File: config.mk
export PLATFORM = sky130hd
export DESIGN_NAME = joystick_navigation_qualifier
export DESIGN_NICKNAME = d
export VERILOG_FILES = /design/src/sv/jnq_pkg.sv /design/src/sv/joystick_navigation_qualifier.sv
export VERILOG_INCLUDE_DIRS = /design/src /design/src/sv
export SDC_FILE = /design/constraint.sdc
export NUM_CORES = 1
export LEC_CHECK = 0
export ABC_AREA = 0
export CAP_MARGIN = 20
export CELL_PAD_IN_SITES_DETAIL_PLACEMENT = 1
export CELL_PAD_IN_SITES_GLOBAL_PLACEMENT = 1
export CORE_AREA = 3 3 176 178
export DETAILED_ROUTE_END_ITERATION = 7
export DIE_AREA = 0 0 179 181
export DONT_BUFFER_PORTS = 1
export PLACE_DENSITY = 0.62
export SLEW_MARGIN = 5
export SYNTH_ARGS = -nofsm -noshare
export SYNTH_HDL_FRONTEND = slang
export SYNTH_SLANG_ARGS = --single-unit
File: constraint.sdc
create_clock -name clock -period 8.65 [get_ports clock]
set_clock_uncertainty 0.05 [all_clocks]
set_input_delay 0.865 -clock clock [delete_from_list [all_inputs] [get_ports clock]]
set_output_delay 0.865 -clock clock [all_outputs]
set_load 0.1 [all_outputs]
File: src/sv/assert_macros.svh
`ifndef ASSERT_MACROS_SVH
`define ASSERT_MACROS_SVH

// Concurrent check on the rising clock, quiet while reset is high.
`define ASSERT_CLK(label, prop, msg) \
   label: assert property (@(posedge clock) disable iff (reset) (prop)) else $error(msg);

// Same, for an implication whose consequent is checked in the next cycle.
`define ASSERT_NEXT(label, cond, expect_expr, msg) \
   label: assert property (@(posedge clock) disable iff (reset) (cond) |=> (expect_expr)) \
      else $error(msg);

`endif

File: src/sv/jnq_pkg.sv
package jnq_pkg;

   localparam int SAMPLE_BITS   = 12;
   localparam int TIME_BITS     = 32;
   localparam int REPEAT_BITS   = 16;
   localparam int CSR_DATA_BITS = 16;
   localparam int CSR_IDX_BITS  = 2;

   localparam logic [SAMPLE_BITS-1:0] DEAD_LOW_RESET  = SAMPLE_BITS'(1800);
   localparam logic [SAMPLE_BITS-1:0] DEAD_HIGH_RESET = SAMPLE_BITS'(2200);
   localparam logic [REPEAT_BITS-1:0] REPEAT_RESET    = REPEAT_BITS'(150);

   typedef logic [SAMPLE_BITS-1:0] sample_type;
   typedef logic signed [1:0]      step_type;

   localparam step_type STEP_NEG  = 2'sb11;
   localparam step_type STEP_ZERO = 2'sb00;
   localparam step_type STEP_POS  = 2'sb01;

   typedef enum logic [CSR_IDX_BITS-1:0] {
      CSR_DEAD_LOW  = 2'd0,
      CSR_DEAD_HIGH = 2'd1,
      CSR_REPEAT_MS = 2'd2
   } csr_index_type;

endpackage

File: src/sv/joystick_navigation_qualifier.sv
// Joystick navigation qualifier: takes one poll sample per clock and returns one result
// beat per sample, through one input register and one result register.
// The result register frees the input side, so a new sample is taken while a result waits
// to be drained; throughput drops below one per cycle only while rsp_stall holds the
// result. Registers are written through the csr_ port, which is always ready and must be
// used only while no sample is in flight. Index 0 dead_low, 1 dead_high, 2 repeat_ms;
// index 3 is ignored.
`include "assert_macros.svh"

module joystick_navigation_qualifier (
   input  logic                                  clock,
   input  logic                                  reset,
   input  logic                                  req_valid,
   output logic                                  req_stall,
   input  logic [jnq_pkg::SAMPLE_BITS-1:0]       req_stick_x,
   input  logic [jnq_pkg::SAMPLE_BITS-1:0]       req_stick_y,
   input  logic                                  req_switch_level,
   input  logic                                  req_start_event,
   input  logic                                  req_ok_event,
   input  logic                                  req_back_event,
   input  logic [jnq_pkg::TIME_BITS-1:0]         req_now_ms,
   output logic                                  rsp_valid,
   input  logic                                  rsp_stall,
   output logic                                  rsp_switch_press,
   output logic                                  rsp_start_press,
   output logic                                  rsp_ok_press,
   output logic                                  rsp_back_press,
   output logic signed [1:0]                     rsp_step_x,
   output logic signed [1:0]                     rsp_step_y,
   output logic                                  rsp_move_up,
   output logic                                  rsp_move_down,
   output logic                                  rsp_move_left,
   output logic                                  rsp_move_right,
   input  logic                                  csr_valid,
   output logic                                  csr_ready,
   input  logic [jnq_pkg::CSR_IDX_BITS-1:0]      csr_index,
   input  logic [jnq_pkg::CSR_DATA_BITS-1:0]     csr_data
);
   import jnq_pkg::*;

   // configuration
   sample_type             dead_low_ff, dead_high_ff;
   logic [REPEAT_BITS-1:0] repeat_ms_ff;

   assign csr_ready = 1'b1;

   always_ff @(posedge clock) begin
      if (reset) begin
         dead_low_ff  <= DEAD_LOW_RESET;
         dead_high_ff <= DEAD_HIGH_RESET;
         repeat_ms_ff <= REPEAT_RESET;
      end else if (csr_valid && csr_ready) begin
         case (csr_index_type'(csr_index))
            CSR_DEAD_LOW:  dead_low_ff  <= csr_data[SAMPLE_BITS-1:0];
            CSR_DEAD_HIGH: dead_high_ff <= csr_data[SAMPLE_BITS-1:0];
            CSR_REPEAT_MS: repeat_ms_ff <= csr_data[REPEAT_BITS-1:0];
            default: ;
         endcase
      end
   end

   // input register
   logic                 s1_valid_ff;
   sample_type           s1_x_ff, s1_y_ff;
   logic                 s1_sw_ff, s1_start_ff, s1_ok_ff, s1_back_ff;
   logic [TIME_BITS-1:0] s1_now_ff;

   logic out_valid_ff;
   logic out_free;
   logic advance;
   logic req_take;

   assign out_free  = !out_valid_ff || !rsp_stall;
   assign advance   = s1_valid_ff && out_free;
   assign req_stall = s1_valid_ff && !out_free;
   assign req_take  = req_valid && !req_stall;

   always_ff @(posedge clock) begin
      if (reset) begin
         s1_valid_ff <= 1'b0;
      end else if (req_take) begin
         s1_valid_ff <= 1'b1;
      end else if (advance) begin
         s1_valid_ff <= 1'b0;
      end
   end

   always_ff @(posedge clock) begin
      if (req_take) begin
         s1_x_ff     <= req_stick_x;
         s1_y_ff     <= req_stick_y;
         s1_sw_ff    <= req_switch_level;
         s1_start_ff <= req_start_event;
         s1_ok_ff    <= req_ok_event;
         s1_back_ff  <= req_back_event;
         s1_now_ff   <= req_now_ms;
      end
   end

   // qualification logic
   function automatic step_type axis_step(sample_type v, sample_type lo, sample_type hi);
      step_type s;
      if (v < lo)      s = STEP_NEG;
      else if (v > hi) s = STEP_POS;
      else             s = STEP_ZERO;
      return s;
   endfunction

   logic                 prev_switch_ff;
   logic [TIME_BITS-1:0] last_nav_time_ff;

   step_type             step_x_in, step_y_in;
   logic                 edge_in;
   logic [TIME_BITS-1:0] elapsed;
   logic                 expired;
   logic                 up_in, down_in, left_in, right_in, nav_any;

   always_comb begin
      step_x_in = axis_step(s1_x_ff, dead_low_ff, dead_high_ff);
      step_y_in = axis_step(s1_y_ff, dead_low_ff, dead_high_ff);
      edge_in   = s1_sw_ff && !prev_switch_ff;
      elapsed   = s1_now_ff - last_nav_time_ff;   // wraps mod 2^32
      expired   = elapsed > TIME_BITS'(repeat_ms_ff);
      up_in     = expired && (step_y_in == STEP_NEG);
      down_in   = expired && (step_y_in == STEP_POS);
      left_in   = expired && (step_y_in == STEP_ZERO) && (step_x_in == STEP_NEG);
      right_in  = expired && (step_y_in == STEP_ZERO) && (step_x_in == STEP_POS);
      nav_any   = up_in || down_in || left_in || right_in;
   end

   always_ff @(posedge clock) begin
      if (reset) begin
         prev_switch_ff   <= 1'b0;
         last_nav_time_ff <= '0;
      end else if (advance) begin
         prev_switch_ff <= s1_sw_ff;
         if (nav_any) begin
            last_nav_time_ff <= s1_now_ff;
         end
      end
   end

   // result register
   logic     out_switch_ff, out_start_ff, out_ok_ff, out_back_ff;
   step_type out_step_x_ff, out_step_y_ff;
   logic     out_up_ff, out_down_ff, out_left_ff, out_right_ff;

   always_ff @(posedge clock) begin
      if (reset) begin
         out_valid_ff <= 1'b0;
      end else if (out_free) begin
         out_valid_ff <= s1_valid_ff;
      end
   end

   always_ff @(posedge clock) begin
      if (advance) begin
         out_switch_ff <= edge_in;
         out_start_ff  <= s1_start_ff;
         out_ok_ff     <= s1_ok_ff || edge_in;
         out_back_ff   <= s1_back_ff;
         out_step_x_ff <= step_x_in;
         out_step_y_ff <= step_y_in;
         out_up_ff     <= up_in;
         out_down_ff   <= down_in;
         out_left_ff   <= left_in;
         out_right_ff  <= right_in;
      end
   end

   assign rsp_valid        = out_valid_ff;
   assign rsp_switch_press = out_switch_ff;
   assign rsp_start_press  = out_start_ff;
   assign rsp_ok_press     = out_ok_ff;
   assign rsp_back_press   = out_back_ff;
   assign rsp_step_x       = out_step_x_ff;
   assign rsp_step_y       = out_step_y_ff;
   assign rsp_move_up      = out_up_ff;
   assign rsp_move_down    = out_down_ff;
   assign rsp_move_left    = out_left_ff;
   assign rsp_move_right   = out_right_ff;

   // checks
   `ASSERT_CLK(a_nav_onehot, !rsp_valid || $onehot0({out_up_ff, out_down_ff, out_left_ff, out_right_ff}), "two moves")
   `ASSERT_CLK(a_up_needs_step, !(rsp_valid && rsp_move_up) || (rsp_step_y == STEP_NEG), "up without step")
   `ASSERT_NEXT(a_nav_restarts, advance && nav_any, last_nav_time_ff == $past(s1_now_ff), "no restart")
   `ASSERT_CLK(a_edge_in_ok, !(rsp_valid && rsp_switch_press) || rsp_ok_press, "edge not in ok")

endmodule

==> qor.yml <==
post_cts_setup_inserts: 0
final-max-slew-violation-count: 0
cts_tree: "built"
setup_viol: 0
outcome: "finished clean"
design.core.area_um2: 29600
sequential_cell_area_um2: 3660
antenna-diode-count: 0
clock_tree.htree_level_count: 4
worst_pin_slew_ns: 1.09
fmax_achieved_mhz: 198
hp-class: "reg -> reg"
drc: 0
synth_top_cell_area_share_pct: 24.5
total_power_mw: 1.87
area_of_the_multi_input_gates_um2: 4690
layout.cells.most_common_list: "ha_1, nand2_1, a21oi_1"
clk-insertion-delay-late_ns: 0.44
power_report.internal_total_mw: 1.29
ys_warn_count: 0
timing.reg2reg.setup_slack_ns: 3.61
routed_vias_inst: 4.86
cts_num_sinks: 147
power_per_cell_area_nw_per_um2: 191
min-delay-start: "s1_back_ff$_DFFE_PP_"
hold_bufs_inserted_after_cts: 0
seq_power_share_pct: 43.7
drive_gt1_share_pct: 6.57
gate_count_of_the_mapped_netlist: 923
cp_slowest_cell: "and4_1"
worstPathMaxFanout: 32
holdPathStages: 0
finalHoldWorstSlack_ns: 0.374
antenna_found_initial: 2
criticalPathCategory: "reg -> reg"
antenna_left: 0
grt_setup_unrepaired: "false"
grt_start_max_net_pins: 108
crit_chain: "inv_1, ha_1, fa_1, nor2b_1, o31a_1, o21ai_0, a21oi_1, a21o_1, a21oi_1, xnor2_1, ha_1, a21oi_1, nand2_1, a221oi_1, or2_2, a21oi_1, a2111o_1, a2111oi_2, and4_1, nor2_8, mux2i_1"
wl_mm: 21.8
synth.yosys.seq_area_share_pct: 41.6
die_footprint_um2: 32400
max_cap_viol_count: 0
synth_area_leader_cell: "edfxtp_1"
fill_cells: 3377
synth.cell_area_um2: 8810
ir_worst_vdd_uv: 141
holdPathEnd: "rsp_back_press$_DFFE_PP_"
core.rowCount: 63
cts_inserted_buffers: 17
postSynthRegisterBits: 147
post_dr_wirelength_cell_um: 16.6
placement.io_buffers: 0
fraction_of_the_cycle_the_final_worst_path_needs_pct: 58.3
r2r_cells: 21
endpoint_kind: "flip-flop"
finalHoldViolCount: 0
required_ns: 8.89
cpPeakStageDelay_ns: 0.48
crit_path_start_kind: "flip-flop"
power.combinational.fraction_pct: 17.7
p_sw_share_pct: 31.0
detailedRoute.firstIterationViolations: 326
worst_max_slew_margin_expressed_relative_to_the_limit_pct: 27.4
num_vias: 6416
finalWorstPathRequiredPeriod_ns: 5.04
design_area_um2: 9760
final_net_count: 1093
grt_first_pass_wirelength_mm: 35.3
layout-area-overhead-vs-synth_pct: 10.7
p_clk_share_pct: 38.6
vias_in_the_first_global_route: 6707
setup_tns_ns: 0
grt_util_all_layers_pct: 13.8
timing.critical_path.mode_cell: "a21oi_1"
synth_edf_count: 72
net_count_of_the_mapped_netlist: 1100
mostFrequentLayoutCell: "ha_1"
ioPinCount: 98
netSwitchingPower_mw: 0.579
drt-pass1-iter-count: 5
clk_pin_slew_ns: 0.07
clockBufferDepth: 2
vertical_die_dimension_um: 181
initial_utilization_pct: 29.8
synth_cell_type_count: 68
postSynth.topFlopCell: "dfxtp_1"
dp_hpwl_mm: 16.5
post_cts_resized: 0
placement.cell_area_um2: 9190
netlist_top_cells_area: "edfxtp_1, dfxtp_1, ha_1"
gp_congestion: 0.844
critical_path.reg2reg.startpoint: "s1_now_ff[0]$_DFFE_PP_"
global_route_total_overflow: 0
p_leak_nw: 3.71
synth-async-reset-ratio_pct: 0
worst_ep_arrival_time_ns: 5.28
regToRegEndpoint: "last_nav_time_ff[18]$_SDFFE_PP0P_"
clock_tree.root_cell: "clkbuf_16"
die_x_um: 179
synthesis.area_per_instance_um2: 9.55
## state kept, by name (all words and copies together) (netlist names), 2 cells and up
signal / flops
last_nav_time_ff: 32
s1_now_ff: 32
repeat_ms_ff: 16
dead_high_ff: 12
dead_low_ff: 12
s1_x_ff: 12
s1_y_ff: 12
rsp_step_x: 2
rsp_step_y: 2
## synthesized netlist by cell type (3+ instances only)
library cell and instances:
a211o_1 16, a211oi_1 4, a21boi_0 3, a21o_1 24, a21oi_1 88, and2_1 3, and3_1 6, buf_2 3
buf_6 4, clkbuf_1 21, dfxtp_1 75, edfxtp_1 72, ha_1 93, inv_1 87, mux2i_1 38, nand2_1 90
nand2b_1 72, nand3_1 10, nand3b_1 4, nand4_1 18, nor2_1 42, nor2b_1 12, nor3_1 10, nor3b_1 3
nor4_1 6, o211ai_1 7, o21a_1 6, o21ai_0 24, o21ai_1 7, o21bai_1 6, or2_2 5, or3_1 3
xnor2_1 11, xor2_1 5
## how the worst max path moves through the flow
| stage | from | endpoint | slack, ns |
|---|---|---|---|
| floorplan | rsp_stall | s1_back_ff$_DFFE_PP_ | 3.90 |
| global placement | s1_now_ff[2]$_DFFE_PP_ | last_nav_time_ff[8]$_SDFFE_PP0P_ | 3.80 |
| detailed placement | s1_now_ff[0]$_DFFE_PP_ | last_nav_time_ff[11]$_SDFFE_PP0P_ | 3.57 |
| CTS | s1_now_ff[0]$_DFFE_PP_ | last_nav_time_ff[18]$_SDFFE_PP0P_ | 3.54 |
| global route | s1_now_ff[0]$_DFFE_PP_ | last_nav_time_ff[10]$_SDFFE_PP0P_ | 3.10 |
| finish | s1_now_ff[0]$_DFFE_PP_ | last_nav_time_ff[18]$_SDFFE_PP0P_ | 3.61 |
## logic make-up after synthesis
| logic type | share of synthesized area [%] |
|---|---|
| AND/OR/NAND/NOR | 17.6 |
| multiplexers | 4.44 |
| buffers and inverters | 5.37 |
| flip-flops | 41.6 |
| other | 0.0426 |
| AO/OA/AOI/OAI | 15.9 |
| XOR/XNOR | 1.59 |
| adder cells (fa/ha/maj) | 13.4 |
## worst max-delay path: cells and delay by family (launching register included)
| kind | cells | cell delay, ns |
|---|---|---|
| AOI/OAI and AO/OA | 10 | 1.97 |
| and+or+nand+nor | 5 | 1.11 |
| adders and majority gates | 3 | 0.93 |
| DFF | 1 | 0.35 |
| xor gates and xnor gates | 1 | 0.20 |
| muxes | 1 | 0.18 |
| buffers and inverters | 1 | 0.05 |
## power by group through the flow
stage          combinational [mW]  sequential [mW]  clock [mW]
4_1_cts                     0.335            0.816       0.751
5_1_grt                     0.378            0.819       0.780
2_1_floorplan               0.263            0.824           0
6_report                    0.329            0.815       0.721
3_3_place_gp                0.326            0.830           0
3_5_place_dp                0.333            0.831           0
## layer usage
layer / part of all wire, % / GRT usage [%]
met1: 48 / 18.3
met4: 1.2 / 3.96
met5: 0.096 / 0
met3: 3.4 / 3.22
met2: 47 / 22.5
## final cells by class
cell class / count / share of cell area [%]
Sequential cell: 147 / 37.6
Clock buffer: 17 / 4.36
Multi-Input combinational cell: 660 / 48.1
Clock inverter: 15 / 1.45
Tap cell: 390 / 5.00
Inverter: 87 / 3.35
Timing Repair Buffer: 3 / 0.231
## metrics by stage
stage                     utilization, %  std cells  worst slack [ns]
after floorplan                        -        923              3.90
after global placement              31.1       1287              3.80
after detailed placement            31.1       1287              3.57
after CTS                           33.0       1319              3.54
after global routing                33.0       1319              3.10
final                               33.0       1319              3.61
Power figures use the tool's default switching activity.
